<file path="src/sv/f2i24_pkg.sv">
//------------------------------------------------------------------------------
// f2i24_pkg
// types and constants shared by the float32 to int24 packer
//------------------------------------------------------------------------------
`default_nettype none
package f2i24_pkg;

  localparam int unsigned FracBits = 40;
  localparam logic [7:0] ExpMax   = 8'd255;
  localparam logic [7:0] ExpUnity = 8'd127;
  localparam logic [7:0] ExpTiny  = 8'd87;
  localparam logic [23:0] PosFull = 24'h7FFFFF;
  localparam logic [23:0] NegFull = 24'h800000;

  typedef struct packed {
    logic [31:0] sample_bits;
    logic        last_in;
  } in_item_t;

  typedef struct packed {
    logic [7:0] byte_first;
    logic [7:0] byte_middle;
    logic [7:0] byte_final;
    logic       last_out;
  } out_item_t;

endpackage
`default_nettype wire

</file>
<file path="src/sv/f2i24_convert.sv">
//------------------------------------------------------------------------------
// f2i24_convert
// combinational float32 to saturated, rounded 24-bit two's complement word
//------------------------------------------------------------------------------
`default_nettype none
module f2i24_convert
  import f2i24_pkg::*;
(
  input  wire logic [31:0] sample_bits,
  output logic      [23:0] word
);

  logic        sign;
  logic [7:0]  expo;
  logic [22:0] frac;
  logic [5:0]  shamt;
  logic [63:0] q;
  logic [63:0] half;
  logic [24:0] pos_mag;
  logic [63:0] neg_sum;
  logic [24:0] neg_mag;

  assign sign  = sample_bits[31];
  assign expo  = sample_bits[30:23];
  assign frac  = sample_bits[22:0];
  assign shamt = 6'(expo - ExpTiny);
  assign q     = {40'd0, 1'b1, frac} << shamt;
  assign half  = 64'd1 << (FracBits - 1);
  assign pos_mag = 25'((q + half) >> FracBits);
  // round half toward +inf on the negative side: ceil((q - half) / 2^40)
  assign neg_sum = q - half + ((64'd1 << FracBits) - 64'd1);
  assign neg_mag = 25'(neg_sum >> FracBits);

  always_comb begin
    priority if (expo == ExpMax) begin
      word = (frac != '0 || !sign) ? PosFull : NegFull;
    end else if (expo < ExpTiny) begin
      word = '0;
    end else if (expo > ExpUnity) begin
      word = sign ? NegFull : PosFull;
    end else if (!sign) begin
      word = (pos_mag > 25'(PosFull)) ? PosFull : pos_mag[23:0];
    end else if (q <= half) begin
      word = '0;
    end else begin
      word = (neg_mag >= 25'h800000) ? NegFull : 24'(-neg_mag[23:0]);
    end
  end

endmodule
`default_nettype wire

</file>
<file path="src/sv/float32_to_int24_packer_unit.sv">
//------------------------------------------------------------------------------
// float32_to_int24_packer_unit
// float32 audio sample to three-byte signed 24-bit pcm word
//------------------------------------------------------------------------------
// One item is taken every clock (busy is always low); its result appears with
// done high after one input register and one result register. The receiver
// cannot stall, so results must be taken as they come. msb_first (reset 1)
// picks the byte order and should only be written while no item is in flight.
`default_nettype none
module float32_to_int24_packer_unit
  import f2i24_pkg::*;
(
  input  wire logic      clk,
  input  wire logic      rst,
  input  wire logic      start,
  output logic           busy,
  input  wire in_item_t  in_item,
  input  wire logic      cfg_we,
  input  wire logic      cfg_wdata,
  output logic           done,
  output out_item_t      out_item
);

  logic      msb_first;
  logic      in_valid;
  in_item_t  in_reg;
  logic [23:0] word;

  assign busy = 1'b0;

  f2i24_convert u_convert (
    .sample_bits (in_reg.sample_bits),
    .word        (word)
  );

  always_ff @(posedge clk) begin
    if (rst) begin
      msb_first <= 1'b1;
      in_valid  <= 1'b0;
      done      <= 1'b0;
    end else begin
      if (cfg_we) msb_first <= cfg_wdata;
      in_valid <= start;
      done     <= in_valid;
    end
  end

  always_ff @(posedge clk) begin
    if (start) in_reg <= in_item;
    if (in_valid) begin
      out_item.byte_first  <= msb_first ? word[23:16] : word[7:0];
      out_item.byte_middle <= word[15:8];
      out_item.byte_final  <= msb_first ? word[7:0] : word[23:16];
      out_item.last_out    <= in_reg.last_in;
    end
  end

endmodule
`default_nettype wire

</file>
<file path="config.mk">
export PLATFORM = sky130hd
export DESIGN_NAME = float32_to_int24_packer_unit
export DESIGN_NICKNAME = d
export VERILOG_FILES = /design/src/sv/f2i24_pkg.sv /design/src/sv/f2i24_convert.sv /design/src/sv/float32_to_int24_packer_unit.sv
export SDC_FILE = /design/constraint.sdc
export NUM_CORES = 1
export LEC_CHECK = 0
export BUFFER_PORTS_ARGS = -buffer_cell sky130_fd_sc_hd__buf_2
export CORE_UTILIZATION = 40
export CTS_CLUSTER_DIAMETER = 150
export DETAILED_ROUTE_END_ITERATION = 12
export GPL_TIMING_DRIVEN = 0
export PLACE_DENSITY_LB_ADDON = 0.3
export SKIP_LAST_GASP = 1
export SYNTH_ARGS = -nofsm -noshare
export SYNTH_HDL_FRONTEND = slang
export SYNTH_SLANG_ARGS = --single-unit
</file>
<file path="constraint.sdc">
create_clock -name clk -period 14.74 [get_ports clk]
set_clock_uncertainty 0.1 [all_clocks]
set_input_delay 2.948 -clock clk [delete_from_list [all_inputs] [get_ports clk]]
set_output_delay 2.948 -clock clk [all_outputs]
set_load 0.005 [all_outputs]
</file>
# After elaboration in Yosys (flattened, before gate mapping)
# Cells that the tools add are included.
totals:
  rom_bits: 0
  wordCells: 35
  latch_bits: 0
  memories: 0
  ff_bits: 61
  inputBits: 38
  ram_bits: 0
op_classes:
  n_addsub: 5
  n_mux: 11
  eq_ne: 1
  n_reduce_logical: 3
  mul: 0
  bitwise_logic: 0
  shifts: 1
  n_div: 0
  order_cmp: 5
ops:
  columns: ["operator", "count"]
  rows:
  - ["$mux 24", 9]
  - ["$add 64x40->64 const B", 2]
  - ["$le 64x40->1 const B", 1]
  - ["$shl 24x6->64", 1]
  - ["$sub 64x40->64 const B", 1]
  - ["$ge 24x24->1 const B", 1]
  - ["$gt 24x23->1 const B", 1]
  - ["$neg 24->24", 1]
  - ["$reduce_bool 23->1", 1]
  - ["$mux 8", 2]
  - ["$eq 8x8->1 const B", 1]
  - ["$gt 8x7->1 const B", 1]
  - ["$lt 8x7->1 const B", 1]
  - ["$sub 6x5->6 const B", 1]
  - ["$logic_not 1->1", 1]
  - ["$logic_or 1x1->1", 1]

# Longest topological paths before layout
# Gate-level depths: netlist of run 1.
depth:
  word_depth: 12
  ltp_mapped: 28
  depth_no_buf: 20

# Cells and area by module
# From an unflattened synthesis of run 1, not the netlist that was laid out.
unflattened:
  cells_unflattened: 909
  hier_area_um2: 8149.1
by_module_without_submodules:
  columns: ["module", "area_each_um2", "cells_per_inst", "n_inst", "seq_area_each_um2"]
  rows:
  - ["f2i24_convert", 6059.6, 824, 1, 0.0]
  - ["float32_to_int24_packer_unit", 2089.5, 85, 1, 1801.7]

# Worst setup path before layout of run 1
# Ideal clock, no wire load.
synth_path:
  kind: "register -> register"
  start: "register in_reg[24] (netlist name)"
  end: "register out_item[23] (netlist name) (data pin)"
  t_arrival_ns: 5.524
  t_required_ns: 14.369
  stages_incl_launch_ff: 26
  path_slack_ns: 8.846
  path_cell_list: "edfxtp_1 -> buf_4 -> clkinv_1 -> buf_2 -> buf_2 -> ha_1 -> buf_6 -> mux2_2 -> mux2_2 -> mux2_2 -> o21a_1 -> buf_2 -> nor3_1 -> o221ai_1 -> or3_1 -> nor2_2 -> nor2_1 -> xnor2_1 -> ha_1 -> nand4_1 -> mux2i_1 -> nand4b_4 -> nand4b_1 -> xnor2_1 -> o221ai_1 -> mux2i_1"
synth_via:
  elab_chain_len: 12
  elab_cells_between_ends: 20
  classes_between: "5 x add/sub; 5 x order compare; 1 x eq/ne; 1 x shift; 8 x mux"
synth_rtl:
  columns: ["item", "line", "text"]
  rows:
  - ["from (decl)", "float32_to_int24_packer_unit.sv:26", "in_item_t in_reg;"]
  - ["from (signal assigned)", "float32_to_int24_packer_unit.sv:49", "if (start) in_reg <= in_item;"]
  - ["$sub 6x5->6", "f2i24_convert.sv:26", "assign shamt = 6'(expo - ExpTiny);"]
  - ["$shl 24x6->64", "f2i24_convert.sv:27", "assign q = {40'd0, 1'b1, frac} << shamt;"]
  - ["$sub 64x40->64", "f2i24_convert.sv:31", "assign neg_sum = q - half + ((64'd1 << FracBits) - 64'd1);"]
  - ["$add 64x40->64", "f2i24_convert.sv:31", null]
  - ["$neg 24->24 / $ge 24x24->1 (equally long branches)", "f2i24_convert.sv:46", "word = (neg_mag >= 25'h800000) ? NegFull : 24'(-neg_mag[23:0]);"]
  - ["$mux 24", "f2i24_convert.sv:46", null]
  - ["$mux 24", "f2i24_convert.sv:43", "end else if (q <= half) begin"]
  - ["$mux 24", "f2i24_convert.sv:41", "end else if (!sign) begin"]
  - ["$mux 24", "f2i24_convert.sv:39", "end else if (expo > ExpUnity) begin"]
  - ["$mux 24", "f2i24_convert.sv:37", "end else if (expo < ExpTiny) begin"]
  - ["$mux 24 (*)", "f2i24_convert.sv:35", "priority if (expo == ExpMax) begin"]
  - ["$mux 8 (*)", "float32_to_int24_packer_unit.sv:51", "out_item.byte_first <= msb_first ? word[23:16] : word[7:0];"]
  - ["to (decl)", "float32_to_int24_packer_unit.sv:21", "output out_item_t out_item"]
# Every way passes the cells marked *; elsewhere a longest branch is shown, timed or not.
# A chain may end at the register's enable or synchronous reset.

# Worst setup path after layout of run 1
layout_path:
  start: "register in_reg[24] (netlist name)"
  end: "register out_item[1] (netlist name) (data pin)"
layout_via:
  elab_chain_len: 12
  elab_cells_between_ends: 20
  classes_between: "5 x add/sub; 5 x order compare; 1 x eq/ne; 1 x shift; 8 x mux"
layout_rtl:
  columns: ["item", "line", "text"]
  rows:
  - ["$sub 6x5->6", "f2i24_convert.sv:26", null]
  - ["$shl 24x6->64", "f2i24_convert.sv:27", null]
  - ["$sub 64x40->64", "f2i24_convert.sv:31", null]
  - ["$add 64x40->64", "f2i24_convert.sv:31", null]
  - ["$neg 24->24 / $ge 24x24->1 (equally long branches)", "f2i24_convert.sv:46", null]
  - ["$mux 24", "f2i24_convert.sv:46", null]
  - ["$mux 24", "f2i24_convert.sv:43", null]
  - ["$mux 24", "f2i24_convert.sv:41", null]
  - ["$mux 24", "f2i24_convert.sv:39", null]
  - ["$mux 24", "f2i24_convert.sv:37", null]
  - ["$mux 24 (*)", "f2i24_convert.sv:35", null]
  - ["$mux 8 (*)", "float32_to_int24_packer_unit.sv:53", "out_item.byte_final <= msb_first ? word[7:0] : word[23:16];"]
# Marked as above.

==> results of run 1 <==
==> worst max-delay path: stages (launching register included) <==
cell	delay, ps
edfxtp_1	360
buf_4	220
clkinv_1	240
buf_2	290
buf_2	260
ha_1	330
buf_6	160
buf_12	160
buf_6	170
mux2_2	400
mux2i_1	320
mux2i_1	130
mux2i_1	630
a22o_1	260
a31oi_1	290
or3_1	480
nor2_2	390
nor2_1	100
xnor2_1	570
ha_1	330
nand4_1	90
mux2i_1	530
nand4b_4	250
o31a_1	290
nor3_1	230
o221ai_1	180
o211ai_1	210
==> final cells by class <==
type	instances	area (um^2)	share of cell area, %
multi-input cells	838	6110	65.9
flip-flops and latches	61	1800	19.4
plain buffers	64	365	3.94
well taps	270	338	3.64
repair buffers	63	315	3.40
clock buffers	9	225	2.43
inverters	16	60.1	0.648
clock inverters	6	55.1	0.594
==> per-stage QoR <==
| stage | worst slack, ps | instances | instance area (um^2) |
|---|---|---|---|
| floorplan | 8850 | 979 | 8330 |
| global placement | 6850 | 1312 | 8980 |
| detailed placement | 6910 | 1312 | 8990 |
| CTS | 6890 | 1327 | 9270 |
| global route | 6200 | 1327 | 9270 |
| finish | 6570 | 1327 | 9270 |
==> per-layer routing <==
layer  global-route usage [%]  vias to the layer above  share of wire [%]
met3                     5.16                      146                7.6
met2                     52.0                      544                 46
met1                     38.8                     4185                 39
met5                        0                        -                  0
li1                         -                     3951                  -
met4                     23.9                        0                8.1
==> synth_stat cells, types with 9 or more instances <==
cell type / number / area [um^2]
a211oi_1: 12 / 90.1
a21o_1: 11 / 82.6
a21oi_1: 59 / 295
a31oi_1: 11 / 68.8
and2_1: 10 / 62.6
and3_1: 19 / 119
buf_2: 23 / 115
buf_4: 11 / 82.6
clkbuf_1: 20 / 75.1
edfxtp_1: 58 / 1740
inv_1: 14 / 52.6
mux2_2: 25 / 282
mux2i_1: 61 / 611
mux4_2: 16 / 360
nand2_1: 83 / 312
nand2b_1: 16 / 100
nand3_1: 38 / 190
nand4_1: 13 / 81.3
nor2_1: 72 / 270
nor2b_1: 14 / 87.6
nor3_1: 47 / 235
nor4_1: 18 / 113
o211ai_1: 10 / 75.1
o21ai_0: 44 / 220
o22ai_1: 17 / 106
or3_1: 9 / 56.3
xnor2_1: 40 / 350
xor2_1: 14 / 123
==> power by group <==
group / internal (uW) / total [uW] / switching (uW)
Clock: 128 / 207 / 78.8
Combinational: 246 / 711 / 464
Sequential: 210 / 224 / 13.4
==> worst paths after layout <==
path / endpoint / slack (ps) / cells after the start
worst max-delay path: out_item[1] / 6570 / 26
worst min-delay path: out_item[0] / 330 / 0
worst max register to register: out_item[1] / 6570 / 26
worst min register to register: out_item[0] / 330 / 0
==> kinds of logic after synthesis <==
family,Yosys count
XOR/XNOR,61
AO/OA/AOI/OAI,283
buffers and inverters,80
adder cells (fa/ha/maj),4
AND/OR/NAND/NOR,387
flip-flops,61
other,1
multiplexers,102
==> results.json, run 1 <==
{
  "hold_viol_final": 0,
  "slew_headroom_pct": 11.9,
  "cts_tree": "built",
  "hold_ws_ps": 328,
  "n_antenna_cell": 0,
  "max_freq_ghz": 0.122,
  "cp.arrival_ps": 8250,
  "required_ps": 14820,
  "cellPowerDensity_nw_per_um2": 123,
  "num_rows": 52,
  "min_period_over_period_pct": 55.4,
  "dpl.hpwl_mm": 27.4,
  "synth_edf_count": 58,
  "finalWorstPathRequiredPeriod_ps": 8170,
  "synth-seq-cells": 61,
  "drtAntennaViolNets": 0,
  "crit_fanout": 10,
  "synth_top_family_by_area": "simple AND/OR/NAND/NOR gates",
  "core_area_um2": 20300,
  "cts_buffer_depth": 2,
  "synth_nets": 1021,
  "overflow": 0,
  "die_y_um": 146,
  "setup_tns_ps": 0,
  "post-cts-setup-buffers": 0,
  "grt_max_degree": 35,
  "synth_seq_area_share_pct": 21.6,
  "fin_nets": 1095,
  "io_pins": 65,
  "cp-startpoint": "in_reg[24]",
  "ctsHtreeMaxLevel": 3,
  "portBuffers": 63,
  "grtUsageTotal_pct": 32.2,
  "clk_latency_ps": 340,
  "most-common-layout-cells": "buf_2, nand2_1, nor2_1",
  "finalMaxSlewViolations": 0,
  "gp_congestion": 1.03,
  "finalWirelength_mm": 34.5,
  "dr.pass1.iters": 7,
  "grt_pass1_wl_mm": 51.5,
  "hold_buffers": 0,
  "antenna_found_initial": 0,
  "status": "completed",
  "path_clk_slew_ps": 60,
  "drt_iter0_markers": 849,
  "clock_sinks": 61,
  "timing.rr.start": "in_reg[24]",
  "total_power_uw": 1140,
  "synth_area_um2": 8330,
  "die_w_um": 146,
  "holdCritStartpoint": "in_reg[0]",
  "ys_warn_count": 0,
  "ys.flop_type": "edfxtp_1",
  "synth-compound-area-share_pct": 24.3,
  "vias": 8826,
  "netlist_instances": 979,
  "synth_xor_area_share_pct": 7.31,
  "cts.repair.resized": 0,
  "yosys.area_share.simple_pct": 26.0,
  "drc": 0,
  "synth_fa_ha_area_share_pct": 0.601,
  "yosys-mux-area-fraction_pct": 15.0,
  "setup_viol": 0,
  "dieArea_um2": 21400,
  "cts_buffers": 9,
  "cp-start-kind": "flop",
  "first_global_vias": 8407,
  "syn_area_per_cell_um2": 8.51,
  "postSynth.asyncResetShare_pct": 0,
  "n_fill_cell": 2046,
  "areaGrowthSynthToFinish_pct": 11.3,
  "end_kind": "flop",
  "irDropWorstVdd_mv": 0.0701,
  "layout-drive-gt1-share_pct": 19.8,
  "drv_cap": 0,
  "largest_reg_flops": 33,
  "fin_util_pct": 45.7,
  "p_leak_uw": 0.00339,
  "worstMarginPinSlew_ps": 1310,
  "root_buffer": "clkbuf_16",
  "path_class": "reg2reg",
  "wl_per_cell_um": 26.0,
  "start_util_pct": 41.0,
  "vias_per_cell": 6.65,
  "ys_types": 109,
  "final_common_cell": "buf_2",
  "holdCritPathClass": "reg2reg",
  "rsz0062_at_grt": "no"
}
Note: power is estimated with default switching activity, not from simulation.
==> run 2: changes to the inputs <==
clock period = 7.2 ns   (was 14.74 ns; I/O delays follow)
==> run 2 against run 1 <==
Global-route usage increased by 0.080 points. Power increased by 110%. Combinational power increased by 110%. Non-clock buffer count increased by 6.
==> results.json, run 2 (synthesis gave the netlist of run 1 again) <==
{
  "slowest_stage": "o41ai_2",
  "die_w_um": 146,
  "grtUsageTotal_pct": 32.3,
  "finalWirelength_mm": 34.8,
  "finalMaxSlewViolations": 0,
  "vias": 8860,
  "gp_congestion": 1.03,
  "drv_cap": 0,
  "num_rows": 52,
  "cts_buffers": 9,
  "drt_iter0_markers": 716,
  "cp.arrival_ps": 7030,
  "vias_per_cell": 6.65,
  "grt_max_degree": 35,
  "clock_sinks": 61,
  "first_global_vias": 8425,
  "hold_buffers": 0,
  "min_period_over_period_pct": 96.5,
  "cellPowerDensity_nw_per_um2": 253,
  "worstMarginPinSlew_ps": 1330,
  "wl_per_cell_um": 26.1,
  "fin_util_pct": 46.6,
  "cts_buffer_depth": 2,
  "portBuffers": 63,
  "path_class": "reg2reg",
  "io_pins": 65,
  "required_ps": 7290,
  "overflow": 0,
  "setup_tns_ps": 0,
  "clk_latency_ps": 350,
  "most-common-layout-cells": "buf_2, nand2_1, nor2_1",
  "antenna_found_initial": 0,
  "dieArea_um2": 21400,
  "die_y_um": 146,
  "finalWorstPathRequiredPeriod_ps": 6950,
  "cp-start-kind": "flop",
  "p_leak_uw": 0.00343,
  "r2r_slack_ps": 250,
  "ctsHtreeMaxLevel": 3,
  "setup_viol": 0,
  "path_clk_slew_ps": 60,
  "root_buffer": "clkbuf_16",
  "core_area_um2": 20300,
  "end_kind": "flop",
  "cts_tree": "built",
  "dpl.hpwl_mm": 27.4,
  "final_common_cell": "buf_2",
  "n_antenna_cell": 0,
  "grt_pass1_wl_mm": 51.7,
  "fin_nets": 1101,
  "largest_reg_flops": 33,
  "drc": 0,
  "crit_fanout": 10,
  "dr.pass1.iters": 5,
  "max_freq_ghz": 0.144,
  "slew_headroom_pct": 10.6,
  "start_util_pct": 41.0,
  "status": "completed",
  "layout-drive-gt1-share_pct": 22.4,
  "holdCritPathClass": "reg2reg",
  "drtAntennaViolNets": 0,
  "irDropWorstVdd_mv": 0.143,
  "slowest_delay_ps": 570,
  "areaGrowthSynthToFinish_pct": 13.6,
  "hold_viol_final": 0
}
-- run 2: layout make-up --
class / instances / area (um^2)
Sequential cell: 61 / 1800
Multi-Input combinational cell: 838 / 6250
Clock buffer: 9 / 225
Buffer: 64 / 369
Fill cell: 2029 / 10800
Tap cell: 270 / 338
Inverter: 16 / 63.8
Clock inverter: 6 / 55.1
Timing Repair Buffer: 69 / 360
-- run 2: report_power, final --
group          internal (uW)  switching, uW  total (uW)  leakage (uW)
clock network            262            164         426      0.000136
registers                430           28.3         459      0.000583
logic                    535            980        1520       0.00271
total                   1230           1170        2400       0.00343
-- run 2: repair_timing --
item | 4_1_cts | 5_1_grt
endpoints found under the setup margin | 16 | 23
gates resized for setup | 10 | 22
buffers inserted | 0 | 6
pin swaps | 0 | 4
-- run 2: path summary, 6_finish.rpt --
path,start,to,cells past startpoint
setup / recovery,in_reg[24],out_item[1],25
hold / removal,in_reg[0],out_item[0],0
setup reg to reg,in_reg[24],out_item[1],25
hold reg to reg,in_reg[0],out_item[0],0
-- run 2: through the flow --
| step | area (um^2) | worst slack, ps | total power, uW | hold WS, ps | cells |
|---|---|---|---|---|---|
| after floorplan | 8330 | 1310 | 1430 | 300 | 979 |
| after global placement | 8980 | -695 | 1880 | 303 | 1312 |
| after detailed placement | 8990 | -628 | 1870 | 310 | 1312 |
| after CTS | 9330 | 8.80 | 2320 | 332 | 1327 |
| after global routing | 9470 | -28.5 | 2490 | 348 | 1333 |
| final | 9470 | 254 | 2400 | 327 | 1333 |
-- run 2: per-layer routing --
layer / share of wire, % / routed length, um / global-route usage, % / vias up
met5: 0 / 0 / 0 / -
met4: 7.6 / 2640 / 23.3 / 0
met3: 6.7 / 2350 / 5.13 / 152
met2: 46 / 16100 / 52.5 / 515
met1: 39 / 13700 / 38.9 / 4221
li1: - / - / - / 3972
-- run 2: worst max-delay path, delay by kind of cell, from the launching register on --
family	cells	cell delay, ps
AOI/OAI and AO/OA	7	1950
xor gates and xnor gates	1	240
adders and majority gates	2	560
buffers and inverters	7	1430
DFF	1	360
muxes	2	720
and+or+nand+nor	6	1380
